===== src/rtl/core/pid_filtered_derivative_controller_assert.svh =====
// ----------------------------------------------------------------------------
// PID controller assertion macros
// Concurrent assertion forms shared by the controller's RTL.
// ----------------------------------------------------------------------------
`ifndef PID_FILTERED_DERIVATIVE_CONTROLLER_ASSERT_SVH
`define PID_FILTERED_DERIVATIVE_CONTROLLER_ASSERT_SVH

// The condition in one cycle requires the expression in the next cycle.
`define PFD_ASSERT_NEXT(label, clk_sig, rst_sig, cond, expr, msg) \
    label: assert property (@(posedge clk_sig) disable iff (!rst_sig) \
        (cond) |=> (expr)) else $error(msg);

// The condition requires the expression in the same cycle.
`define PFD_ASSERT_NOW(label, clk_sig, rst_sig, cond, expr, msg) \
    label: assert property (@(posedge clk_sig) disable iff (!rst_sig) \
        (cond) |-> (expr)) else $error(msg);

`endif


===== src/rtl/core/pfd_pkg.sv =====
// ----------------------------------------------------------------------------
// PID controller package
// Shared widths, register indexes, configuration type and saturation helpers.
// ----------------------------------------------------------------------------
package pfd_pkg;

    localparam int DATA_W           = 32;
    localparam int WIDE_W           = 64;
    localparam int CFG_IDX_W        = 4;
    localparam int DEF_SAMPLE_WIDTH = 16;
    localparam int DEF_FRAC_BITS    = 16;

    localparam logic [CFG_IDX_W-1:0] REG_KP               = CFG_IDX_W'(0);
    localparam logic [CFG_IDX_W-1:0] REG_INTEG_GAIN       = CFG_IDX_W'(1);
    localparam logic [CFG_IDX_W-1:0] REG_DERIV_GAIN       = CFG_IDX_W'(2);
    localparam logic [CFG_IDX_W-1:0] REG_DERIV_FEEDBACK   = CFG_IDX_W'(3);
    localparam logic [CFG_IDX_W-1:0] REG_OUT_LOW_LIMIT    = CFG_IDX_W'(4);
    localparam logic [CFG_IDX_W-1:0] REG_OUT_HIGH_LIMIT   = CFG_IDX_W'(5);
    localparam logic [CFG_IDX_W-1:0] REG_INTEG_LOW_LIMIT  = CFG_IDX_W'(6);
    localparam logic [CFG_IDX_W-1:0] REG_INTEG_HIGH_LIMIT = CFG_IDX_W'(7);

    typedef logic signed [DATA_W-1:0] word_t;
    typedef logic signed [WIDE_W-1:0] wide_t;

    localparam word_t S32_MAX = 32'sh7fff_ffff;
    localparam word_t S32_MIN = 32'sh8000_0000;

    typedef struct packed {
        word_t kp;
        word_t integ_gain;
        word_t deriv_gain;
        word_t deriv_feedback;
        word_t out_low_limit;
        word_t out_high_limit;
        word_t integ_low_limit;
        word_t integ_high_limit;
    } cfg_t;

    function automatic word_t sat32(input wide_t x);
        word_t r;
        if (x > WIDE_W'(S32_MAX))
        begin
            r = S32_MAX;
        end
        else if (x < WIDE_W'(S32_MIN))
        begin
            r = S32_MIN;
        end
        else
        begin
            r = x[DATA_W-1:0];
        end
        return r;
    endfunction

    // When the limits cross, a value above the high limit gets the high limit and any other value gets the low limit.
    function automatic word_t clamp32(input word_t x, input word_t lo, input word_t hi);
        word_t r;
        if (x > hi)
        begin
            r = hi;
        end
        else if (x < lo)
        begin
            r = lo;
        end
        else
        begin
            r = x;
        end
        return r;
    endfunction

endpackage


===== src/rtl/core/pfd_front.sv =====
// ----------------------------------------------------------------------------
// PID controller front stage
// Input register, error and the three gain products that need no feedback.
// ----------------------------------------------------------------------------
module pfd_front import pfd_pkg::*; #(
    parameter int SAMPLE_WIDTH = DEF_SAMPLE_WIDTH,
    localparam int ERR_W  = SAMPLE_WIDTH + 1,
    localparam int ESUM_W = SAMPLE_WIDTH + 2,
    localparam int PP_W   = DATA_W + ERR_W,
    localparam int IG_W   = DATA_W + ESUM_W
) (
    input  logic                           clk,
    input  logic                           rst_n,
    input  cfg_t                           regs,
    input  logic                           load,
    input  logic signed [SAMPLE_WIDTH-1:0] target,
    input  logic signed [SAMPLE_WIDTH-1:0] sample,
    input  logic                           advance,
    output word_t                          p_term,
    output logic signed [IG_W-1:0]         ig_prod,
    output logic signed [PP_W-1:0]         dg_prod
);

    logic signed [SAMPLE_WIDTH-1:0] tgt_reg;
    logic signed [SAMPLE_WIDTH-1:0] smp_reg;
    logic signed [ERR_W-1:0]        last_error_reg;
    logic signed [ERR_W-1:0]        last_error_next;
    logic signed [SAMPLE_WIDTH-1:0] last_sample_reg;
    logic signed [SAMPLE_WIDTH-1:0] last_sample_next;
    logic signed [ERR_W-1:0]        err;
    logic signed [ESUM_W-1:0]       err_sum;
    logic signed [ERR_W-1:0]        smp_diff;
    logic signed [PP_W-1:0]         p_full;
    word_t                          p_term_reg;
    word_t                          p_term_next;
    logic signed [IG_W-1:0]         ig_prod_reg;
    logic signed [IG_W-1:0]         ig_prod_next;
    logic signed [PP_W-1:0]         dg_prod_reg;
    logic signed [PP_W-1:0]         dg_prod_next;

    always_comb
    begin
        err          = ERR_W'(tgt_reg) - ERR_W'(smp_reg);
        err_sum      = ESUM_W'(err) + ESUM_W'(last_error_reg);
        smp_diff     = ERR_W'(smp_reg) - ERR_W'(last_sample_reg);
        p_full       = PP_W'(regs.kp) * PP_W'(err);
        p_term_next  = sat32(WIDE_W'(p_full));
        ig_prod_next = IG_W'(regs.integ_gain) * IG_W'(err_sum);
        dg_prod_next = PP_W'(regs.deriv_gain) * PP_W'(smp_diff);
        last_error_next  = advance ? err : last_error_reg;
        last_sample_next = advance ? smp_reg : last_sample_reg;
    end

    always_ff @(posedge clk or negedge rst_n)
    begin
        if (!rst_n)
        begin
            last_error_reg  <= '0;
            last_sample_reg <= '0;
        end
        else
        begin
            last_error_reg  <= last_error_next;
            last_sample_reg <= last_sample_next;
        end
    end

    always_ff @(posedge clk)
    begin
        if (load)
        begin
            tgt_reg <= target;
            smp_reg <= sample;
        end
        if (advance)
        begin
            p_term_reg  <= p_term_next;
            ig_prod_reg <= ig_prod_next;
            dg_prod_reg <= dg_prod_next;
        end
    end

    assign p_term  = p_term_reg;
    assign ig_prod = ig_prod_reg;
    assign dg_prod = dg_prod_reg;

endmodule


===== config.mk =====
export PLATFORM = sky130hd
export DESIGN_NAME = pfd_front
export DESIGN_NICKNAME = d
export VERILOG_FILES = /design/src/rtl/core/pid_filtered_derivative_controller_assert.svh /design/src/rtl/core/pfd_pkg.sv /design/src/rtl/core/pfd_front.sv
export SDC_FILE = /design/constraint.sdc
export NUM_CORES = 2
export LEC_CHECK = 0
export BUFFER_PORTS_ARGS = -buffer_cell sky130_fd_sc_hd__buf_2
export CORE_MARGIN = 3
export CORE_UTILIZATION = 30
export DETAILED_ROUTE_END_ITERATION = 12
export SYNTH_ARGS = -nofsm -noshare
export SYNTH_HDL_FRONTEND = slang
export SYNTH_SLANG_ARGS = --single-unit

===== constraint.sdc =====
create_clock -name clk -period 10.8 [get_ports clk]
set_input_delay 1.08 -clock clk [delete_from_list [all_inputs] [get_ports clk]]
set_output_delay 1.08 -clock clk [all_outputs]
set_load 0.01 [all_outputs]

=== Word-level counts from Yosys, hierarchy flattened ===
Cells that the tools add are included.

* Register bits: 196
* Input port bits: 292
* Logic and storage cells: 16

* $add $sub $neg: 3
* Multipliers: 3
* $lt $le $gt $ge: 2
* Multiplexer cells: 1

{| class="wikitable"
|+ Operator list
! kind !! number
|-
| multiplier 32 x 17 -> 49 bit || 2
|-
| multiplier 32 x 18 -> 50 bit || 1
|-
| > comparator 49 x 32 -> 1 bit, second input constant || 1
|-
| less-than comparator 49 x 32 -> 1 bit, second input constant || 1
|-
| subtractor 16 x 16 -> 17 bit || 2
|-
| 2-to-1 mux 32 bit || 1
|-
| adder 17 x 17 -> 18 bit || 1
|}

=== Longest topological paths before layout ===
* Word-level depth: 4
* Gate-level depth with buffers: 47
* Mapped depth without buffers: 45

=== Worst setup path after synthesis ===
Ideal clock, no wire load.

* Path type: reg2reg
* Start: register smp_reg[2]
* End: register ig_prod_reg[48], in the netlist ig_prod[48], data pin
* Arrival: 9.718 ns
* Required time: 10.537 ns
* Path slack: 0.819 ns
* Cell stages (with the launch flop): 41
* Path buffers: 2
* Clock period less this slack: 9.981 ns
* Path through: edfxtp_1 -> inv_1 -> ha_1 -> nor2b_1 -> o21ai_0 -> a21boi_1 -> o21a_1 -> o21ai_1 -> a21oi_1 -> o31ai_1 -> nand2b_1 -> a21oi_1 -> o21ai_0 -> a211oi_1 -> clkbuf_1 -> ha_1 -> a21o_1 -> or4b_2 -> [5 not listed] -> fa_1 -> inv_1 -> fa_1 -> inv_1 -> fa_1 -> inv_1 -> fa_1 -> ha_1 -> a21oi_1 -> o21ai_0 -> a21oi_1 -> a21bo_2 -> a31oi_1 -> o21ai_0 -> a21oi_1 -> o21bai_1 -> a311oi_1 -> xnor2_1

* Cells in the longest elaborated chain, start to end: 3

{| class="wikitable"
|+ Ends and longest elaborated chain
! element !! line !! RTL
|-
| start, declared || pfd_front.sv:25 || <nowiki>logic signed [SAMPLE_WIDTH-1:0] smp_reg;</nowiki>
|-
| start signal, assigned || pfd_front.sv:73 || <nowiki>smp_reg <= sample;</nowiki>
|-
| subtractor 16 x 16 -> 17 bit || pfd_front.sv:43 || <nowiki>err = ERR_W'(tgt_reg) - ERR_W'(smp_reg);</nowiki>
|-
| named net err[14] || pfd_front.sv:30 || <nowiki>logic signed [ERR_W-1:0] err;</nowiki>
|-
| adder 17 x 17 -> 18 bit || pfd_front.sv:44 || <nowiki>err_sum = ESUM_W'(err) + ESUM_W'(last_error_reg);</nowiki>
|-
| multiplier 32 x 18 -> 50 bit || pfd_front.sv:48 || <nowiki>ig_prod_next = IG_W'(regs.integ_gain) * IG_W'(err_sum);</nowiki>
|-
| named net ig_prod_next[48] || pfd_front.sv:37 || <nowiki>logic signed [IG_W-1:0] ig_prod_next;</nowiki>
|-
| end signal, assigned || pfd_front.sv:78 || <nowiki>ig_prod_reg <= ig_prod_next;</nowiki>
|-
| end, declared || pfd_front.sv:36 || <nowiki>logic signed [IG_W-1:0] ig_prod_reg;</nowiki>
|}

The timed path passes the listed nets, and every way through them passes these cells.
A chain may end at the register's enable or synchronous reset.

=== Worst setup path in the final report ===
* Start: register smp_reg[0]
* End: register ig_prod_reg[47], in the netlist ig_prod[47], data pin

The elaborated chain is that of the path after synthesis.

==> results.py <==
metrics = {
    "setup_path": {
        "critical_path_class": "flop to flop",
        "critPathMostFrequentCell": "fa_1",
        "cp-end-kind": "flop",
        "critPathArrivalTime_ns": 10.58,
        "critical_path_required_ns": 11.09,
        "cp_slowest_stage_delay_ns": 0.51,
        "start_kind": "flop",
        "slowest_stage": "fa_1",
        "critical_path.max_fanout": 8,
    },
    "logic_synthesis": {
        "ys_seq_elements": 196,
        "synth_warnings": 0,
        "yosys.area.top_type": "fa_1",
        "ys.flop_type": "edfxtp_1",
        "yosysTopAreaCellShare": 0.491,
        "synth_fp_nets": 9244,
        "syn-mean-instance-area_um2": 9.38,
        "synth-edff-count": 163,
        "ys_seq_area_frac": 0.0877,
        "async_flop_share": 0.168,
        "synth_area_leaders": "fa_1, inv_1, ha_1",
        "synth_cell_types": 82,
        "netlist_area_um2": 65200,
        "syn_inst": 6954,
    },
    "clocking": {
        "numCtsBuffers": 17,
        "cts_root_buf": "clkbuf_16",
        "cts_tree": "yes",
        "h-tree-depth": 4,
        "clk_latency_ns": 0.57,
        "clock_sinks": 196,
        "ctsHoldBuffers": 0,
        "clk_pin_slew_ns": 0.09,
        "cts_buffer_depth": 2,
    },
    "sta": {
        "hold_viol": 0,
        "finalSetupViolCount": 0,
        "worst-slew-pin-transition_ns": 1.08,
        "fmax_mhz": 97.2,
        "skew_ns": 0.0245,
        "rsz0062_at_grt": "yes",
        "fin_crit_sh": 0.953,
        "period_needed_ns": 10.29,
        "relSlewSlack": 0.278,
        "finalMaxSlewViolations": 0,
    },
    "placement": {
        "place.gp.congestion": 0.931,
        "port_buffers": 262,
        "post_dp_cell_area_um2": 70000,
        "placed_cells": 9853,
        "post-dp-hpwl_um": 145000,
    },
    "drt": {
        "routed_via_density": 4.70,
        "drc_errors": 0,
        "drt-pass1-iter-count": 5,
        "drtIter0Drc": 2564,
        "totalWireLength_um": 183000,
        "avgRoutedWirePerCell_um": 18.5,
        "drtAntennaViolNets": 0,
        "num_vias": 46600,
    },
    "die": {
        "start_util": 0.303,
        "die_y_um": 472,
        "dieWidth_um": 472,
        "dieArea_um2": 223000,
        "core_area_um2": 215000,
        "io_pins": 423,
        "num_rows": 170,
    },
    "finish": {
        "largest_register_ffs": 50,
        "area_growth_pct": 8.85,
        "nets": 9334,
        "stdcell_count": 9907,
        "finalInstanceArea_um2": 71000,
        "drive_gt1_frac": 0.0720,
    },
    "global_route": {
        "globalRouteTotalUtil": 0.169,
        "grt_pass1_vias": 52300,
        "grt_first_pass_wirelength_um": 294000,
        "grt_overflow": 0,
        "antenna_found_initial": 19,
        "grt_max_degree": 68,
    },
    "worst_hold_path": {
        "hold_class": "flop to flop",
    },
    "run": {
        "maxCapViolations": 0,
    },
    "run_status": {
        "status": "complete, no violations",
    },
}
-- kinds of logic after synthesis --
kind of cell,after synthesis,synth area share
muxes,19,0.00324
DFF,196,0.0877
and+or+nand+nor,2075,0.153
buffers and inverters,1979,0.115
xor gates and xnor gates,183,0.0246
adders and majority gates,1998,0.567
AOI/OAI and AO/OA,504,0.0488
-- cell usage after synthesis (77+ instances only) --
| library cell | instances |
|---|---|
| nand2b_1 | 77 |
| inv_1 | 1694 |
| nor2b_1 | 127 |
| and2_1 | 532 |
| a21oi_1 | 146 |
| o21ai_0 | 129 |
| nor2_1 | 145 |
| nand2_1 | 1043 |
| ha_1 | 400 |
| xnor2_1 | 138 |
| clkbuf_1 | 268 |
| fa_1 | 1598 |
| edfxtp_1 | 163 |
-- final cells by class --
type	instances	area (um^2)
Antenna cell	12	30.0
Clock buffer	18	450
Clock inverter	14	173
Fill cell	22100	144000
Inverter	1694	6360
Multi-Input combinational cell	4781	52600
Sequential cell	196	5720
Tap cell	2838	3550
Timing Repair Buffer	354	2070
-- layout by cell type, fill, tap and decap left out, types with 8 or more instances in the layout --
cell,n
inv_1,1694
fa_1,1597
nand2_1,1043
and2_1,533
ha_1,397
buf_2,261
edfxtp_1,163
a21oi_1,143
nor2_1,137
nor2b_1,126
o21ai_0,121
xnor2_1,111
buf_4,86
nand2b_1,77
a21o_1,59
xor2_1,39
nand3_1,33
dfrtp_1,33
nor3_1,25
and3_1,22
o21bai_1,22
or2_2,20
o21a_1,20
xnor2_2,19
clkbuf_16,19
mux2_2,17
a31oi_1,17
a211oi_1,15
nand4_1,13
diode_2,12
a21boi_0,11
xnor2_4,10
o31ai_1,8
o211ai_1,8
o21ai_1,8
-- worst paths after layout --
path	from	endpoint	slack, ns	cells after the start
worst max-delay path	smp_reg[0]$_DFFE_PP_	ig_prod[47]$_DFFE_PP_	0.51	46
worst min-delay path	last_error_reg[7]$_DFFE_PN0P_	last_error_reg[7]$_DFFE_PN0P_	0.53	1
worst max register to register	smp_reg[0]$_DFFE_PP_	ig_prod[47]$_DFFE_PP_	0.51	46
worst min register to register	last_error_reg[7]$_DFFE_PN0P_	last_error_reg[7]$_DFFE_PN0P_	0.53	1
max in group asynchronous	rst_n	last_error_reg[4]$_DFFE_PN0P_	9.62	1
min in group asynchronous	rst_n	last_sample_reg[0]$_DFFE_PN0P_	0.64	1
-- critical path, delay by kind of cell (launching register included) --
family	cells	cell delay (ns)
mux	1	0.12
simple gates	5	0.77
buf+inv	8	0.96
xor+xnor	1	0.16
fa+ha+maj	10	4.10
compound gates	21	3.50
flops	1	0.41
-- per-stage QoR --
step,setup slack (ns),TNS [ns],utilization,hold WS (ns)
finish,0.512,0,0.329,0.527
global placement,0.0953,0,0.325,0.502
global route,-0.0924,-0.229,0.329,0.540
floorplan,0.819,0,-,0.482
detailed placement,0.0673,0,0.325,0.503
CTS,0.00319,0,0.328,0.528
-- repair_timing --
item	CTS	global route
setup buffers	0	6
endpoints found under the setup margin	0	51
resized for setup	0	42
-- layer usage --
metal  vias to the layer above  wire length (um)  track usage
li1                      20600                 -            -
met1                     24400             75900        0.216
met2                      1290             91200        0.295
met3                       254             10200       0.0268
met4                        10              5610       0.0516
met5                         -                62            0
Power is left out: the tool's default activity adds up to more than one toggle a clock period on the data nets, which glitch-free logic cannot reach.
