## config.mk

```make
export PLATFORM = sky130hd
export DESIGN_NAME = pfd_core
export DESIGN_NICKNAME = d
export VERILOG_FILES = /design/src/rtl/core/pid_filtered_derivative_controller_assert.svh /design/src/rtl/core/pfd_pkg.sv /design/src/rtl/core/pfd_core.sv
export SDC_FILE = /design/constraint.sdc
export NUM_CORES = 2
export LEC_CHECK = 0
export BUFFER_PORTS_ARGS = -buffer_cell sky130_fd_sc_hd__clkbuf_2
export CORE_MARGIN = 2
export CORE_UTILIZATION = 57
export CTS_CLUSTER_DIAMETER = 200
export DETAILED_ROUTE_END_ITERATION = 7
export PLACE_DENSITY_LB_ADDON = 0.3
export SLEW_MARGIN = 20
export SYNTH_ARGS = -nofsm -noshare
export SYNTH_HDL_FRONTEND = slang
export SYNTH_SLANG_ARGS = --single-unit
export TNS_END_PERCENT = 100
```

## constraint.sdc

```tcl
create_clock -name clk -period 10.42 [get_ports clk]
set_input_delay 0.521 -clock clk [delete_from_list [all_inputs] [get_ports clk]]
set_output_delay 0.521 -clock clk [all_outputs]
set_load 0.01 [all_outputs]
```

## src/rtl/core/pid_filtered_derivative_controller_assert.svh

```systemverilog
// ----------------------------------------------------------------------------
// PID controller assertion macros
// Concurrent assertion forms shared by the controller's RTL.
// ----------------------------------------------------------------------------
`ifndef PID_FILTERED_DERIVATIVE_CONTROLLER_ASSERT_SVH
`define PID_FILTERED_DERIVATIVE_CONTROLLER_ASSERT_SVH

// The condition in one cycle requires the expression in the next cycle.
`define PFD_ASSERT_NEXT(label, clk_sig, rst_sig, cond, expr, msg) \
    label: assert property (@(posedge clk_sig) disable iff (!rst_sig) \
        (cond) |=> (expr)) else $error(msg);

// The condition requires the expression in the same cycle.
`define PFD_ASSERT_NOW(label, clk_sig, rst_sig, cond, expr, msg) \
    label: assert property (@(posedge clk_sig) disable iff (!rst_sig) \
        (cond) |-> (expr)) else $error(msg);

`endif

```

## src/rtl/core/pfd_pkg.sv

```systemverilog
// ----------------------------------------------------------------------------
// PID controller package
// Shared widths, register indexes, configuration type and saturation helpers.
// ----------------------------------------------------------------------------
package pfd_pkg;

    localparam int DATA_W           = 32;
    localparam int WIDE_W           = 64;
    localparam int CFG_IDX_W        = 4;
    localparam int DEF_SAMPLE_WIDTH = 16;
    localparam int DEF_FRAC_BITS    = 16;

    localparam logic [CFG_IDX_W-1:0] REG_KP               = CFG_IDX_W'(0);
    localparam logic [CFG_IDX_W-1:0] REG_INTEG_GAIN       = CFG_IDX_W'(1);
    localparam logic [CFG_IDX_W-1:0] REG_DERIV_GAIN       = CFG_IDX_W'(2);
    localparam logic [CFG_IDX_W-1:0] REG_DERIV_FEEDBACK   = CFG_IDX_W'(3);
    localparam logic [CFG_IDX_W-1:0] REG_OUT_LOW_LIMIT    = CFG_IDX_W'(4);
    localparam logic [CFG_IDX_W-1:0] REG_OUT_HIGH_LIMIT   = CFG_IDX_W'(5);
    localparam logic [CFG_IDX_W-1:0] REG_INTEG_LOW_LIMIT  = CFG_IDX_W'(6);
    localparam logic [CFG_IDX_W-1:0] REG_INTEG_HIGH_LIMIT = CFG_IDX_W'(7);

    typedef logic signed [DATA_W-1:0] word_t;
    typedef logic signed [WIDE_W-1:0] wide_t;

    localparam word_t S32_MAX = 32'sh7fff_ffff;
    localparam word_t S32_MIN = 32'sh8000_0000;

    typedef struct packed {
        word_t kp;
        word_t integ_gain;
        word_t deriv_gain;
        word_t deriv_feedback;
        word_t out_low_limit;
        word_t out_high_limit;
        word_t integ_low_limit;
        word_t integ_high_limit;
    } cfg_t;

    function automatic word_t sat32(input wide_t x);
        word_t r;
        if (x > WIDE_W'(S32_MAX))
        begin
            r = S32_MAX;
        end
        else if (x < WIDE_W'(S32_MIN))
        begin
            r = S32_MIN;
        end
        else
        begin
            r = x[DATA_W-1:0];
        end
        return r;
    endfunction

    // When the limits cross, a value above the high limit gets the high limit and any other value gets the low limit.
    function automatic word_t clamp32(input word_t x, input word_t lo, input word_t hi);
        word_t r;
        if (x > hi)
        begin
            r = hi;
        end
        else if (x < lo)
        begin
            r = lo;
        end
        else
        begin
            r = x;
        end
        return r;
    endfunction

endpackage

```

## src/rtl/core/pfd_core.sv

```systemverilog
// ----------------------------------------------------------------------------
// PID controller state stage
// Clamped trapezoidal integrator and band-limited derivative feedback.
// ----------------------------------------------------------------------------
module pfd_core import pfd_pkg::*; #(
    parameter int SAMPLE_WIDTH = DEF_SAMPLE_WIDTH,
    parameter int FRAC_BITS    = DEF_FRAC_BITS,
    localparam int IG_W = DATA_W + SAMPLE_WIDTH + 2,
    localparam int DG_W = DATA_W + SAMPLE_WIDTH + 1
) (
    input  logic                   clk,
    input  logic                   rst_n,
    input  cfg_t                   regs,
    input  logic                   advance,
    input  word_t                  p_term,
    input  logic signed [IG_W-1:0] ig_prod,
    input  logic signed [DG_W-1:0] dg_prod,
    output word_t                  p_out,
    output word_t                  integ_acc,
    output word_t                  deriv_acc
);

    localparam wide_t ROUND = wide_t'(1) <<< (FRAC_BITS - 1);

    word_t integ_acc_reg;
    word_t integ_acc_next;
    word_t deriv_acc_reg;
    word_t deriv_acc_next;
    word_t p_out_reg;
    wide_t integ_sum;
    wide_t fb_prod;
    wide_t fb;
    wide_t deriv_sum;

    always_comb
    begin
        integ_sum = WIDE_W'(integ_acc_reg) + WIDE_W'(ig_prod);
        fb_prod   = WIDE_W'(regs.deriv_feedback) * WIDE_W'(deriv_acc_reg);
        fb        = (fb_prod + ROUND) >>> FRAC_BITS;
        deriv_sum = WIDE_W'(dg_prod) + fb;
        integ_acc_next = integ_acc_reg;
        deriv_acc_next = deriv_acc_reg;
        if (advance)
        begin
            integ_acc_next = clamp32(sat32(integ_sum), regs.integ_low_limit,
                                     regs.integ_high_limit);
            deriv_acc_next = sat32(-deriv_sum);
        end
    end

    always_ff @(posedge clk or negedge rst_n)
    begin
        if (!rst_n)
        begin
            integ_acc_reg <= '0;
            deriv_acc_reg <= '0;
        end
        else
        begin
            integ_acc_reg <= integ_acc_next;
            deriv_acc_reg <= deriv_acc_next;
        end
    end

    always_ff @(posedge clk)
    begin
        if (advance)
        begin
            p_out_reg <= p_term;
        end
    end

    assign p_out     = p_out_reg;
    assign integ_acc = integ_acc_reg;
    assign deriv_acc = deriv_acc_reg;

endmodule

```

==> Yosys cells after proc, flatten, opt, wreduce, memory -nomap -nowiden <==
Cells that the tools add are included.
{ "classes": {"n_lt_le_gt_ge": 6, "n_addsub": 4, "mul": 1, "mux": 7} }
{ "ops": {"columns": ["op", "n"], "rows": [
  ["two-way mux 32 bit", 7],
  ["adder 64 x 17 -> 64 bit, second input constant", 1],
  ["> comparator 64 x 32 -> 1 bit, second input constant", 1],
  ["< comparator 64 x 32 -> 1 bit, second input constant", 1],
  ["multiplier 32 x 32 -> 64 bit", 1],
  ["negator 50 -> 64 bit", 1],
  ["adder 32 x 50 -> 51 bit", 1],
  ["> comparator 51 x 32 -> 1 bit, second input constant", 1],
  ["< comparator 51 x 32 -> 1 bit, second input constant", 1],
  ["adder 49 x 48 -> 50 bit", 1],
  ["> comparator 32 bit", 1],
  ["< comparator 32 bit", 1]
]} }
{ "word_totals": {"out_inout_bits": 96, "input_bits": 390, "regBits": 96, "elab_cells": 21} }

==> Longest topological paths before layout <==
{ "depth": {"depth_word": 8, "mapped_depth": 48, "depth_no_buf": 45} }

==> Least setup slack after synthesis <==
OpenSTA, ideal clock, no wires.
{ "synth_timing": {"path_kind": "input to register", "start": "input regs[142] (netlist bit)", "end": "register deriv_acc_reg[10], in the netlist deriv_acc[10]", "path_stages": 44, "arrival_time_ns": 10.968, "t_required_ns": 10.271, "setup_ns": 0.149, "slack_ns": -0.697, "path_buffers": 3, "cell_sequence": "clkbuf_1 nand2_1 fa_1 inv_1 fa_1 inv_1 fa_1 fa_1 inv_1 fa_1 inv_1 fa_1 inv_1 fa_1 inv_1 fa_1 inv_1 ha_1 [... 8 more ...] a41o_1 a21o_1 xnor2_1 ha_1 ha_1 clkbuf_1 and3_1 a211oi_1 o31a_1 or3b_2 o31ai_1 a311o_1 a21oi_1 xor2_1 nand4b_1 nand2_1 clkbuf_1 o221ai_1"} }
{ "synth_via": {"elab_chain_len": 7, "word_cells_on_any_way": 8, "classes_between": "3 x add/sub; 1 x mul; 2 x order compare; 2 x mux"} }
{ "synth_rtl": {"columns": ["item", "line", "text"], "rows": [
  ["from (decl)", "pfd_core.sv:13", "input cfg_t regs,"],
  ["multiplier 32 x 32 -> 64 bit *", "pfd_core.sv:38", "fb_prod = WIDE_W'(regs.deriv_feedback) * WIDE_W'(deriv_acc_reg);"],
  ["adder 64 x 17 -> 64 bit *", "pfd_core.sv:39", "fb = (fb_prod + ROUND) >>> FRAC_BITS;"],
  ["adder 49 x 48 -> 50 bit *", "pfd_core.sv:40", "deriv_sum = WIDE_W'(dg_prod) + fb;"],
  ["negator 50 -> 64 bit *", "pfd_core.sv:47", "deriv_acc_next = sat32(-deriv_sum);"],
  ["< comparator 64 x 32 -> 1 bit", "pfd_pkg.sv:45", "else if (x < WIDE_W'(S32_MIN))"],
  ["two-way mux 32 bit", "pfd_pkg.sv:45", null],
  ["two-way mux 32 bit *", "pfd_pkg.sv:41", "if (x > WIDE_W'(S32_MAX))"],
  ["to (signal assigned)", "pfd_core.sv:61", "deriv_acc_reg <= deriv_acc_next;"],
  ["to (decl)", "pfd_core.sv:27", "word_t deriv_acc_reg;"]
]} }
Mark *: on every way between the ends. The rest lies on a longest branch, timed or not.
A chain may end at the register's enable or synchronous reset.

==> Worst setup path in the final report <==
{ "layout_timing": {"start": "register deriv_acc_reg[11], in the netlist deriv_acc[11]", "end": "register deriv_acc_reg[13], in the netlist deriv_acc[13]"} }
{ "layout_via": {"elab_chain_len": 7, "word_cells_on_any_way": 8, "classes_between": "3 x add/sub; 1 x mul; 2 x order compare; 2 x mux"} }
{ "layout_rtl": {"columns": ["item", "line"], "rows": [
  ["multiplier 32 x 32 -> 64 bit *", "pfd_core.sv:38"],
  ["adder 64 x 17 -> 64 bit *", "pfd_core.sv:39"],
  ["adder 49 x 48 -> 50 bit *", "pfd_core.sv:40"],
  ["negator 50 -> 64 bit *", "pfd_core.sv:47"],
  ["< comparator 64 x 32 -> 1 bit", "pfd_pkg.sv:45"],
  ["two-way mux 32 bit", "pfd_pkg.sv:45"],
  ["two-way mux 32 bit *", "pfd_pkg.sv:41"]
]} }
Marked as above.

==> summary.md <==
• 1.02 ns — transition at the pin with the smallest max-transition slack
• 80 — Synth cell types
• 56300 um^2 — Placed Area
• 0 — warnings from Yosys
• 0.204 — fraction of layout cells with a size suffix above 1
• sky130_fd_sc_hd__fa_1 — cell occurring most often along the worst timing path
• deriv_acc[11]$_DFFE_PN0P_ — startpoint of the most critical setup path
• 5448 — number of instances in the synthesized netlist
• -0.519 ns — Final WS setup
• 3 — total number of H-tree levels
• 7310 — post-synth net total
• 296 um — overall die width
• 19.9% — area delta synth->final
• 0.0526 — sequential-to-total area share from yosys stat
• finished, violations left — result of the run
• 0 — # DRC
• 31 — # setup viols final
• 48700 um^2 — Synth Cell Area
• 0.977 — final weighted congestion in routability-driven placement
• 152000 um — total wire length
• 43600 — vias in the first global route
• 2 — clk buf depth
• 325 — number of port buffers
• 10.64 ns — data required time at the worst endpoint
• 84900 um^2 — core region area
• 0.688 — core utilization of the finished layout
• sky130_fd_sc_hd__dfrtp_1 — most used flip-flop cell after synthesis
• 0.574 — effective utilization at floorplan
• 0 — number of hold violations in the final report
• 0 — GRT Residual Overflow
• 96 — post-synthesis sequential element count
• 0.56 ns — worst stage delay on the critical path
• 6 — number of antenna violations at the first check in global routing
• setup timing — failing checks
• 8046 — Layout Nets
• 46 — r2r worst-path depth
• 0.10 ns — clock transition time at the flip-flop clock pins of the worst setup and hold paths
• 96 — clock net sink count
• 8 — biggest fanout along the worst timing path
• 41700 — vias
• 0.317 — tightest slew margin relative to the limit
• 10.94 ns — minimum clock period after layout
• 0.39 ns — Skew-Pair Late Insertion Delay
• sky130_fd_sc_hd__inv_1 — most frequent cell after synthesis
• 5.68 — per-cell via count in the routed design
• -14.82 ns — sum of negative setup slack
• 235000 um — global-route wire length before repair
• 87800 um^2 — full die area
• 0.446 — share of the synthesized area in the top cell type
• 127000 um — dpl hpwl
• sky130_fd_sc_hd__fa_1 (45%), sky130_fd_sc_hd__ha_1 (10%), sky130_fd_sc_hd__inv_1 (9.3%) — ranking of synthesized cells by area
• 0 — max-cap check violation count
• sky130_fd_sc_hd__fa_1 — critical path's slowest cell
• 11.15 ns — arrival time of data at the critical path endpoint
• 486 — number of top-level pins
• register — endpoint kind of the worst setup timing path
• 0.0247 ns — final setup skew
• true — unrepaired setup endpoints after global routing
• sky130_fd_sc_hd__fa_1 — cell type with the largest total area after synthesis
• 32 — number of enable flip-flop cells after synthesis
• 0 — hold buffer count at cts
• 20.8 um — average wire per standard cell
• 1.05 — fin crit share
• register — CP startpoint kind
• 7 — first-pass iteration count of the detailed router
• 0.667 — fraction of registers with async set or reset after synthesis
• 9 — number of buffers created by CTS
• 3200 — DRT iter0 DRCs
• 296 um — Die H
• 6602 — total of fill cells in the finished design
• register to register — Crit Path Category
• 0 — max-slew violations
• 65 — maximum number of pins on one net before global-route repair
• 7274 — number of placed cells counting well taps
• sky130_fd_sc_hd__clkbuf_16 — Clock Tree Root
• yes — CTS tree
• 0 — antenna-violating nets left
• 58400 um^2 — Non-Filler Cell Area, Final
• 91.4 MHz — achievable clock frequency
• deriv_acc[11]$_DFFE_PN0P_ — worst r2r src
• 0.348 — overall track demand over capacity in global routing
• input pin to asynchronous set/reset pin — hold crit path type
• 107 — Placement Rows
• sky130_fd_sc_hd__inv_1 (1209), sky130_fd_sc_hd__fa_1 (1084), sky130_fd_sc_hd__nand2_1 (569) — commonest cells in the netlist
• 7338 — fin cells
• 8.94 um^2 — average cell area after synthesis
[cells in the final DEF, fill, tap and decap left out, types with 24 or more instances in the layout]
cell | Yosys | layout
sky130_fd_sc_hd__inv_1 | 1209 | 1184
sky130_fd_sc_hd__fa_1 | 1084 | 1049
sky130_fd_sc_hd__buf_4 | 1 | 574
sky130_fd_sc_hd__nand2_1 | 569 | 564
sky130_fd_sc_hd__and2_1 | 537 | 523
sky130_fd_sc_hd__ha_1 | 388 | 358
sky130_fd_sc_hd__clkbuf_2 | 1 | 323
sky130_fd_sc_hd__a21oi_1 | 200 | 163
sky130_fd_sc_hd__a21o_1 | 110 | 110
sky130_fd_sc_hd__o211ai_1 | 104 | 104
sky130_fd_sc_hd__o21ai_0 | 114 | 103
sky130_fd_sc_hd__nor2_1 | 107 | 102
sky130_fd_sc_hd__xnor2_1 | 81 | 77
sky130_fd_sc_hd__buf_12 | 0 | 64
sky130_fd_sc_hd__nor3_1 | 62 | 57
sky130_fd_sc_hd__dfrtp_1 | 64 | 56
sky130_fd_sc_hd__xor2_1 | 56 | 55
sky130_fd_sc_hd__nand4_1 | 47 | 47
sky130_fd_sc_hd__nand3_1 | 36 | 35
sky130_fd_sc_hd__fa_2 | 0 | 35
sky130_fd_sc_hd__a21oi_2 | 0 | 32
sky130_fd_sc_hd__edfxtp_1 | 32 | 32
sky130_fd_sc_hd__a22oi_1 | 30 | 30
sky130_fd_sc_hd__o21a_1 | 30 | 29
sky130_fd_sc_hd__ha_4 | 0 | 27
sky130_fd_sc_hd__nor2b_1 | 25 | 24
[metrics by stage]
step                worst slack (ns)  hold WS (ns)
floorplan                    0.00716         0.225
global route                  -0.879         0.302
detailed placement            -0.907         0.585
CTS                           -0.482         0.296
finish                        -0.519         0.284
global placement              -0.739         0.569
[worst paths after layout]
path                                             end  slack [ns]
max                        deriv_acc[13]$_DFFE_PN0P_       -0.52
min                         integ_acc[8]$_DFFE_PN0P_        0.28
max reg2reg                deriv_acc[13]$_DFFE_PN0P_       -0.52
min reg2reg                integ_acc[12]$_DFFE_PN0P_        0.61
max in group asynchronous   deriv_acc[4]$_DFFE_PN0P_        9.35
min in group clk                  p_out[7]$_DFFE_PP_        0.31
[layout make-up]
class | count | area, um^2 | share of cell area
Multi-Input combinational cell | 3876 | 41800 | 0.716
Timing Repair Buffer | 992 | 7710 | 0.132
Inverter | 1209 | 4540 | 0.0779
Sequential cell | 96 | 2570 | 0.0441
Tap cell | 1144 | 1430 | 0.0245
Clock buffer | 9 | 225 | 0.00386
Clock inverter | 7 | 83.8 | 0.00144
Antenna cell | 5 | 12.5 | 0.000214
[what timing repair did]
action,CTS,global route
pin swaps,4,192
setup endpoints to repair,32,32
gates cloned,0,13
gates resized for setup,15,248
setup buffers,1,29
[cell families (layout without fill, tap and decap cells)]
| family | after synthesis | after routing | share of synthesized area |
|---|---|---|---|
| simple gates | 1494 | 1494 | 0.156 |
| buf+inv | 1476 | 2217 | 0.114 |
| fa+ha+maj | 1472 | 1472 | 0.546 |
| compound gates | 766 | 766 | 0.105 |
| xor+xnor | 137 | 137 | 0.0246 |
| flops | 96 | 96 | 0.0526 |
| mux | 7 | 7 | 0.00147 |
| other cells | 0 | 5 | 0 |
[worst max-delay path: cells and delay by family (launching register included)]
family / cells / cell delay [ns]
AND/OR/NAND/NOR: 7 / 1.34
buffers and inverters: 11 / 1.20
XOR/XNOR: 1 / 0.21
flip-flops: 1 / 0.52
AO/OA/AOI/OAI: 16 / 2.70
adder cells (fa/ha/maj): 11 / 4.78
[layer usage]
metal / share of wire / GRT usage / wire (um) / vias to the layer above
li1: - / - / - / 18300
met3: 0.10 / 0.0816 / 15200 / 357
met5: 0.000085 / 0 / 13 / -
met2: 0.47 / 0.559 / 71300 / 1965
met1: 0.38 / 0.460 / 58500 / 21100
met4: 0.048 / 0.137 / 7250 / 2
Power is not shown: default switching activity piles up to over one toggle a cycle in this logic, so the estimate is an artifact.
