<file path="src/rtl/core/pid_filtered_derivative_controller_assert.svh">
// ----------------------------------------------------------------------------
// PID controller assertion macros
// Concurrent assertion forms shared by the controller's RTL.
// ----------------------------------------------------------------------------
`ifndef PID_FILTERED_DERIVATIVE_CONTROLLER_ASSERT_SVH
`define PID_FILTERED_DERIVATIVE_CONTROLLER_ASSERT_SVH

// The condition in one cycle requires the expression in the next cycle.
`define PFD_ASSERT_NEXT(label, clk_sig, rst_sig, cond, expr, msg) \
    label: assert property (@(posedge clk_sig) disable iff (!rst_sig) \
        (cond) |=> (expr)) else $error(msg);

// The condition requires the expression in the same cycle.
`define PFD_ASSERT_NOW(label, clk_sig, rst_sig, cond, expr, msg) \
    label: assert property (@(posedge clk_sig) disable iff (!rst_sig) \
        (cond) |-> (expr)) else $error(msg);

`endif

</file>
<file path="src/rtl/core/pfd_pkg.sv">
// ----------------------------------------------------------------------------
// PID controller package
// Shared widths, register indexes, configuration type and saturation helpers.
// ----------------------------------------------------------------------------
package pfd_pkg;

    localparam int DATA_W           = 32;
    localparam int WIDE_W           = 64;
    localparam int CFG_IDX_W        = 4;
    localparam int DEF_SAMPLE_WIDTH = 16;
    localparam int DEF_FRAC_BITS    = 16;

    localparam logic [CFG_IDX_W-1:0] REG_KP               = CFG_IDX_W'(0);
    localparam logic [CFG_IDX_W-1:0] REG_INTEG_GAIN       = CFG_IDX_W'(1);
    localparam logic [CFG_IDX_W-1:0] REG_DERIV_GAIN       = CFG_IDX_W'(2);
    localparam logic [CFG_IDX_W-1:0] REG_DERIV_FEEDBACK   = CFG_IDX_W'(3);
    localparam logic [CFG_IDX_W-1:0] REG_OUT_LOW_LIMIT    = CFG_IDX_W'(4);
    localparam logic [CFG_IDX_W-1:0] REG_OUT_HIGH_LIMIT   = CFG_IDX_W'(5);
    localparam logic [CFG_IDX_W-1:0] REG_INTEG_LOW_LIMIT  = CFG_IDX_W'(6);
    localparam logic [CFG_IDX_W-1:0] REG_INTEG_HIGH_LIMIT = CFG_IDX_W'(7);

    typedef logic signed [DATA_W-1:0] word_t;
    typedef logic signed [WIDE_W-1:0] wide_t;

    localparam word_t S32_MAX = 32'sh7fff_ffff;
    localparam word_t S32_MIN = 32'sh8000_0000;

    typedef struct packed {
        word_t kp;
        word_t integ_gain;
        word_t deriv_gain;
        word_t deriv_feedback;
        word_t out_low_limit;
        word_t out_high_limit;
        word_t integ_low_limit;
        word_t integ_high_limit;
    } cfg_t;

    function automatic word_t sat32(input wide_t x);
        word_t r;
        if (x > WIDE_W'(S32_MAX))
        begin
            r = S32_MAX;
        end
        else if (x < WIDE_W'(S32_MIN))
        begin
            r = S32_MIN;
        end
        else
        begin
            r = x[DATA_W-1:0];
        end
        return r;
    endfunction

    // When the limits cross, a value above the high limit gets the high limit and any other value gets the low limit.
    function automatic word_t clamp32(input word_t x, input word_t lo, input word_t hi);
        word_t r;
        if (x > hi)
        begin
            r = hi;
        end
        else if (x < lo)
        begin
            r = lo;
        end
        else
        begin
            r = x;
        end
        return r;
    endfunction

endpackage

</file>
<file path="src/rtl/core/pfd_cfg_if.sv">
// ----------------------------------------------------------------------------
// PID controller configuration channel
// Register write requests: index and data with a valid/ready handshake.
// ----------------------------------------------------------------------------
interface pfd_cfg_if import pfd_pkg::*; ();

    logic                 valid;
    logic                 ready;
    logic [CFG_IDX_W-1:0] index;
    logic [DATA_W-1:0]    data;

    modport source (output valid, output index, output data, input ready);
    modport sink   (input valid, input index, input data, output ready);

endinterface

</file>
<file path="src/rtl/core/pfd_cfg_regs.sv">
// ----------------------------------------------------------------------------
// PID controller configuration registers
// Holds the gains and limits written over the configuration channel.
// ----------------------------------------------------------------------------
module pfd_cfg_regs import pfd_pkg::*; (
    input  logic   clk,
    input  logic   rst_n,
    pfd_cfg_if.sink cfg,
    output cfg_t   regs
);

    cfg_t regs_reg;
    cfg_t regs_next;

    assign cfg.ready = 1'b1;
    assign regs      = regs_reg;

    always_comb
    begin
        regs_next = regs_reg;
        if (cfg.valid)
        begin
            unique case (cfg.index)
                REG_KP:               regs_next.kp               = cfg.data;
                REG_INTEG_GAIN:       regs_next.integ_gain       = cfg.data;
                REG_DERIV_GAIN:       regs_next.deriv_gain       = cfg.data;
                REG_DERIV_FEEDBACK:   regs_next.deriv_feedback   = cfg.data;
                REG_OUT_LOW_LIMIT:    regs_next.out_low_limit    = cfg.data;
                REG_OUT_HIGH_LIMIT:   regs_next.out_high_limit   = cfg.data;
                REG_INTEG_LOW_LIMIT:  regs_next.integ_low_limit  = cfg.data;
                REG_INTEG_HIGH_LIMIT: regs_next.integ_high_limit = cfg.data;
                default:              regs_next                  = regs_reg;
            endcase
        end
    end

    always_ff @(posedge clk or negedge rst_n)
    begin
        if (!rst_n)
        begin
            regs_reg <= '{kp:               '0,
                          integ_gain:       '0,
                          deriv_gain:       '0,
                          deriv_feedback:   '0,
                          out_low_limit:    S32_MIN,
                          out_high_limit:   S32_MAX,
                          integ_low_limit:  S32_MIN,
                          integ_high_limit: S32_MAX};
        end
        else
        begin
            regs_reg <= regs_next;
        end
    end

endmodule

</file>
<file path="src/flat_wrapper.sv">
// flat-port wrapper written by rule: the top's interface ports become plain ports
module pfd_cfg_regs_flat import pfd_pkg::*;
  (clk, rst_n, regs, cfg_valid, cfg_index, cfg_data, cfg_ready);
  pfd_cfg_if cfg_i ();
  input  logic clk;
  input  logic rst_n;
  output cfg_t regs;
  input wire logic [$bits(cfg_i.valid)-1:0] cfg_valid;
  input wire logic [$bits(cfg_i.index)-1:0] cfg_index;
  input wire logic [$bits(cfg_i.data)-1:0] cfg_data;
  output wire logic [$bits(cfg_i.ready)-1:0] cfg_ready;
  assign cfg_i.valid = cfg_valid;
  assign cfg_i.index = cfg_index;
  assign cfg_i.data = cfg_data;
  assign cfg_ready = cfg_i.ready;
  pfd_cfg_regs u_core (.clk(clk), .rst_n(rst_n), .cfg(cfg_i), .regs(regs));
endmodule
</file>
<file path="config.mk">
export PLATFORM = sky130hd
export DESIGN_NAME = pfd_cfg_regs_flat
export DESIGN_NICKNAME = d
export VERILOG_FILES = /design/src/rtl/core/pid_filtered_derivative_controller_assert.svh /design/src/rtl/core/pfd_pkg.sv /design/src/rtl/core/pfd_cfg_if.sv /design/src/rtl/core/pfd_cfg_regs.sv /design/src/flat_wrapper.sv
export SDC_FILE = /design/constraint.sdc
export NUM_CORES = 1
export LEC_CHECK = 0
export ABC_AREA = 1
export BUFFER_PORTS_ARGS = -buffer_cell sky130_fd_sc_hd__buf_2
export CORE_MARGIN = 2
export CORE_UTILIZATION = 38
export DETAILED_ROUTE_END_ITERATION = 8
export PLACE_DENSITY = 0.59
export SETUP_SLACK_MARGIN = 0.05
export SLEW_MARGIN = 5
export SYNTH_ARGS = -nofsm -noshare
export SYNTH_HDL_FRONTEND = slang
export SYNTH_SLANG_ARGS = --single-unit
</file>
<file path="constraint.sdc">
create_clock -name clk -period 1.2 [get_ports clk]
set_input_delay 0.24 -clock clk [delete_from_list [all_inputs] [get_ports clk]]
set_output_delay 0.24 -clock clk [all_outputs]
set_load 0.01 [all_outputs]
</file>
After elaboration in Yosys (flattened, before gate mapping)
Cells that the tools add are included.
Widths: inputs -> output; s select.
{"block": "word_totals", "register_bits": 256, "output_inout_bits": 257}
{"block": "classes", "eq_ne": 7, "n_reduce_logical": 9}
{"op": "$eq 4x3->1 const B", "count": 4}
{"op": "$reduce_and 2->1", "count": 8}
{"op": "$eq 4x2->1 const B", "count": 2}
{"op": "$eq 4x1->1 const B", "count": 1}
{"op": "$logic_not 4->1", "count": 1}

Logic depth before layout (Yosys ltp)
Gate-level depths: netlist of the first run.
{"block": "depth", "depth_word": 2, "depth_mapped": 6}

Worst setup path before layout of the first run
No wires, ideal clock.
{"block": "synth_path", "path_kind": "input -> register", "from": "input cfg_valid", "to": "register u_core.regs_reg (netlist bit u_core.regs[129])", "t_arrival_ps": 1103, "slack_ps": 31, "stages": 5, "n_path_buf": 3, "path_cell_list": "buf_2 -> clkbuf_1 -> clkbuf_1 -> nand4_1 -> nand2_1"}
{"block": "synth_via", "elab_chain_len": 1}
{"element": "start: declaration", "line_no": "flat_wrapper.sv:8", "text": "input wire logic [$bits(cfg_i.valid)-1:0] cfg_valid;"}
{"element": "$reduce_and 2->1 (no line)"}
{"element": "end signal: assignment", "line_no": "pfd_cfg_regs.sv:41", "text": "regs_reg <= '{kp: '0,"}
{"element": "end signal: assignment", "line_no": "pfd_cfg_regs.sv:52", "text": "regs_reg <= regs_next;"}
{"element": "end: declaration", "line_no": "pfd_cfg_regs.sv:12", "text": "cfg_t regs_reg;"}
Every way passes these cells.
A chain may end at the register's enable or synchronous reset.

Final worst setup path of the first run
{"block": "layout_path", "from": "register u_core.regs_reg (netlist bit u_core.regs[0])", "to": "output regs[0] in the netlist's numbering"}
{"element": "end: declaration", "line_no": "flat_wrapper.sv:7", "text": "output cfg_t regs;"}
No word-level cell between the ends.

==> impl_metrics.ini, run 1 <==
[outcome]
status = complete, but fails checks
violations = setup timing

[power]
p_leak_uw = 0.008369
p_per_area_nw_per_um2 = 1839
vdd_drop_max_v = 0.001108

[routing]
dr.pass1.iters = 5
avgViaCountPerCell = 4.942
drc = 0
drtIter0Drc = 815
vias = 9978
ant_nets = 0
routedWlPerCell_um = 18.93
wl_um = 38220

[cts]
clk_path_buf_depth = 3
tritoncts.num_buffers = 28
cts_num_sinks = 256
clk_pin_slew_ns = 0.06
cts_root_buf = clkbuf_16
htreeDepth = 1
cts_tree = yes
clk_latency_ns = 0.53

[synthesis]
syn_nets = 1270
synth.distinct_cells = 16
avgSynthCellArea_um2 = 8.795
synth_area_um2 = 10830
ys_seq_area_frac = 0.5991
yosys_warnings = 0
synthCells = 1231
ys_seq_elements = 256

[global_route]
antenna_found_initial = 1
grt_pass1_vias = 9878
grt_use_total = 0.2506
grt.overflow.total = 0
grt_start_max_net_pins = 55
grt_pass1_wl_um = 58820

[worst_hold_path]
min_path_type = input port to register

[final_layout]
finalNetCount = 1658
final_cell_mix = 579 x nand2_1, 192 x dfrtp_1, 184 x buf_2
post-route-util = 0.5559
layout_commonest_cell = nand2_1
antennaDiodeCount = 0
syn_to_final_growth_pct = 43.42
drive_gt1_frac = 0.3571
largest_reg_flops = 256

[setup_path]
end_kind = primary output
crit_slowest_cell = dfstp_2
slowest_delay_ns = 0.57
required_ns = 0.96
path_buf_inv = 1
path_cells = buf_6
startpoint_type = register
arrival_ns = 1.21
cp_max_fo = 2
cp_top_family = flip-flops
crit_type = register to primary output

[place]
post-place-ws_ns = -0.1293
globalplace.congestion = 0.8023
dp_hpwl_um = 25140
io_buffers = 294

[floorplanning]
die_h_um = 172.8
dieWidth_um = 172.8
io_pins = 296
die_area_um2 = 29860
start_util = 0.3876
num_rows = 61
coreArea_um2 = 27930

[timing]
fin_ws_ns = -0.2528
fmax_ghz = 0.6883
finalSetupViolations = 256
finClkSkew_ns = 0
grt_setup_unrepaired = true
final-hold-violation-count = 0
slew_viol_final = 0
timing.final.crit_share = 1.211
period_needed_ns = 1.453

[job]
max_cap_violations = 0
## tightest hold or removal path, stage by stage
cell and delay, ns:
buf_2 0.18, nand2_1 0.09, nand2_1 0.05
## cell usage after synthesis, drive strengths merged
master	count	area share
nand2	579	0.20
dfrtp	192	0.44
nand4	128	0.074
clkbuf	73	0.029
inv	69	0.024
dfstp	64	0.16
o21bai	64	0.044
buf	44	0.021
nor2	9	0.0040
nand3	7	0.0037
clkinv	1	0.00035
conb	1	0.00035
## per-layer routing
metal | up-vias | global-route usage | routed length, µm
met5 | - | 0 | 13
met4 | 2 | 0.06780 | 891
met3 | 65 | 0.05013 | 2791
met2 | 404 | 0.3971 | 17750
met1 | 4835 | 0.3526 | 16780
li1 | 4672 | - | -
## worst paths after layout
check | end | cells after the start | from | slack [ns]
max in group asynchronous | u_core.regs[68] | 3 | rst_n | 0.37
setup / recovery | regs[0] | 1 | u_core.regs[0] | -0.25
hold / removal | u_core.regs[79] | 3 | cfg_data[15] | 0.02
hold reg to reg | u_core.regs[158] | 2 | u_core.regs[158] | 0.46
setup reg to reg | u_core.regs[54] | 5 | u_core.regs[54] | 0.24
min in group asynchronous | u_core.regs[55] | 2 | rst_n | 0.21
## logic make-up (layout without fill, tap and decap cells)
kind of cell	Yosys count	in the layout	share of synthesized area
DFF	256	256	0.5991
and+or+nand+nor	723	723	0.2824
AOI/OAI and AO/OA	64	64	0.04438
other	1	1	0.0003464
buffers and inverters	187	597	0.07373
## layout make-up
type	instances	area (µm²)
Clock buffer	46	829.5
Tap cell	378	473.0
Multi-Input combinational cell	788	3615
Clock inverter	6	55.05
Fill cell	2537	12410
Inverter	70	262.8
Sequential cell	256	6486
Timing Repair Buffer	475	3806
## report_power, final
part | switching, µW | total [µW] | internal, µW | leakage (µW)
combinational | 3820 | 7980 | 4160 | 0.00485
sequential | 1360 | 12200 | 10800 | 0.00308
clock | 3480 | 8380 | 4900 | 0.000435
total | 8660 | 28600 | 19900 | 0.00837
## stage by stage
stage	hold WS [ns]	cell area [µm²]	TNS [ns]	total power, µW	std cells
global placement	0.1819	13170	-13.78	18030	1862
CTS	0.003366	15060	-38.85	28040	1970
global route	0.01886	15530	-41.63	29960	2019
detailed placement	0.1791	13170	-17.85	18140	1862
floorplan	-0.05559	10830	0	14890	1231
finish	0.01559	15530	-34.44	28560	2019
## timing repair
action,in CTS,in global routing
hold buffers,5,0
endpoints found under the hold margin,202,0
endpoints found under the setup margin,256,256
setup buffers,51,49
gates resized for setup,107,16
(Power assumes the default switching activity.)
==> run 2: changes to the inputs <==
==> constraint.sdc (replaced) <==
create_clock -name clk -period 1.73 [get_ports clk]
set_input_delay 0.346 -clock clk [delete_from_list [all_inputs] [get_ports clk]]
set_output_delay 0.346 -clock clk [all_outputs]
set_load 0.01 [all_outputs]
==> impl_metrics.ini, run 2 (same netlist as run 1, synthesis figures left out) <==
[place]
dp_cells = 1837
dp_hpwl_um = 24070
globalplace.congestion = 0.8029
io_buffers = 294

[timing]
finalSetupTns_ns = 0
timing.final.crit_share = 0.9090
fmax_ghz = 0.6359
tightest_slew_ns = 0.5433
maxSlewHeadroom = 0.6378
finClkSkew_ns = 0
final-hold-violation-count = 0
finalSetupViolations = 0
grt_setup_unrepaired = false
period_needed_ns = 1.573
slew_viol_final = 0

[worst_hold_path]
hp-start = cfg_data[5]
hold_path_depth = 3
whs_endpoint = u_core.regs[5]
min_path_type = input port to register

[routing]
drtIter0Drc = 610
dr.pass1.iters = 5
drc = 0
vias = 9378
avgViaCountPerCell = 4.957
ant_nets = 0
routedWlPerCell_um = 19.13
wl_um = 36190

[setup_path]
required_ns = 1.38
rr_startpoint = u_core.regs[79]
rr_worst_depth = 3
reg2reg_slack_ns = 0.87
startpoint_type = register
cp_top_family = flip-flops
slowest_delay_ns = 0.54
end_kind = primary output
crit_slowest_cell = dfstp_2
path_buf_inv = 1
path_cells = buf_2
crit_type = register to primary output
timing.rr.end = u_core.regs[79]
cp_max_fo = 2
arrival_ns = 1.23

[cts]
clk_latency_ns = 0.53
cts_tree = yes
cts_root_buf = clkbuf_16
htreeDepth = 1
post-cts-setup-buffers = 0
clk_pin_slew_ns = 0.06
clk_path_buf_depth = 3
tritoncts.num_buffers = 28
cts_resized = 0
cts_num_sinks = 256

[global_route]
antenna_found_initial = 2
grt_pass1_vias = 9208
grt.overflow.total = 0
grt_start_max_net_pins = 80
grtUsageMet1 = 0.3329
met2_usage = 0.3827
grt_pass1_wl_um = 56720
grt_use_total = 0.2400
grt-busiest-layer = met2
grt_use_met3 = 0.05827

[floorplanning]
num_rows = 61
die_area_um2 = 29860
coreArea_um2 = 27930
start_util = 0.3876
die_h_um = 172.8
io_pins = 296
dieWidth_um = 172.8

[power]
p_per_area_nw_per_um2 = 1361
p_leak_uw = 0.007574
vdd_drop_max_v = 0.0007313

[job]
max_cap_violations = 0

[outcome]
status = finished clean

[final_layout]
layout_commonest_cell = nand2_1
final_cell_mix = 579 x nand2_1, 292 x buf_2, 192 x dfrtp_1
drive_gt1_frac = 0.3102
syn_to_final_growth_pct = 28.36
fin_cells = 1892
post-route-util = 0.4975
largest_reg_flops = 256
nFillCells = 2731
finalNetCount = 1529
==> run 2: changes by cell type in the layout (fill, tap and decap cells not counted), sizes merged <==
cell | previous run | this run
clkinvlp | 0 | 1
clkbuf | 46 | 44
buf | 470 | 345
clkinv | 6 | 4
dlygate4sd3 | 5 | 1
diode | 0 | 2
bufinv | 1 | 4
==> run 2: through the flow <==
stage                     power [µW]  setup slack, ns  instance area, µm²  hold WS, ns
final                          18920           0.1574               13900       0.1136
after global routing           19920           0.1179               13900       0.1104
after CTS                      19110           0.1255               13890      0.09331
after detailed placement       12510           0.1111               12850       0.3314
after global placement         12420           0.1637               12850       0.3294
after floorplan                10330           0.4548               10830      0.05041
==> run 2: report_power, final <==
part,leakage [µW],total [µW],switching [µW],internal [µW]
clock network,0.000504,6520,2440,4080
registers,0.00308,8200,695,7500
logic,0.00399,4200,2550,1650
total,0.00757,18900,5690,13200
==> run 2: worst max path at each step <==
stage	startpoint	slack, ns	end	depth (start not counted)
4_1_cts	u_core.regs[75]	0.13	regs[75]	1
3_3_place_gp	cfg_index[1]	0.16	u_core.regs[87]	7
6_report	u_core.regs[75]	0.16	regs[75]	1
2_1_floorplan	cfg_valid	0.45	u_core.regs[129]	5
3_5_place_dp	cfg_index[1]	0.11	u_core.regs[77]	7
5_1_grt	u_core.regs[75]	0.12	regs[75]	1
==> run 2: final cells by class <==
cell class                      count  area (µm²)  area share
Clock buffer                       44       882.1     0.06347
Tap cell                          378       473.0     0.03403
Antenna cell                        2       5.005   0.0003601
Sequential cell                   256        6486      0.4667
Timing Repair Buffer              346        2027      0.1459
Clock inverter                      8       146.4     0.01053
Inverter                           70       262.8     0.01891
Multi-Input combinational cell    788        3615      0.2601
==> run 2: per-layer routing <==
layer,share of wire,up-vias
li1,-,4410
met1,0.44,4580
met2,0.47,351
met3,0.077,37
met4,0.017,0
met5,0,-
==> run 2: worst min-delay path, delay by kind of cell <==
kind | cells | cell delay, ns
AND/OR/NAND/NOR | 2 | 0.13
buffers and inverters | 1 | 0.17
==> run 2: repair_timing <==
item	in CTS	in global routing
hold buffers	1	0
endpoints found under the setup margin	0	0
hold endpoints to repair	27	0
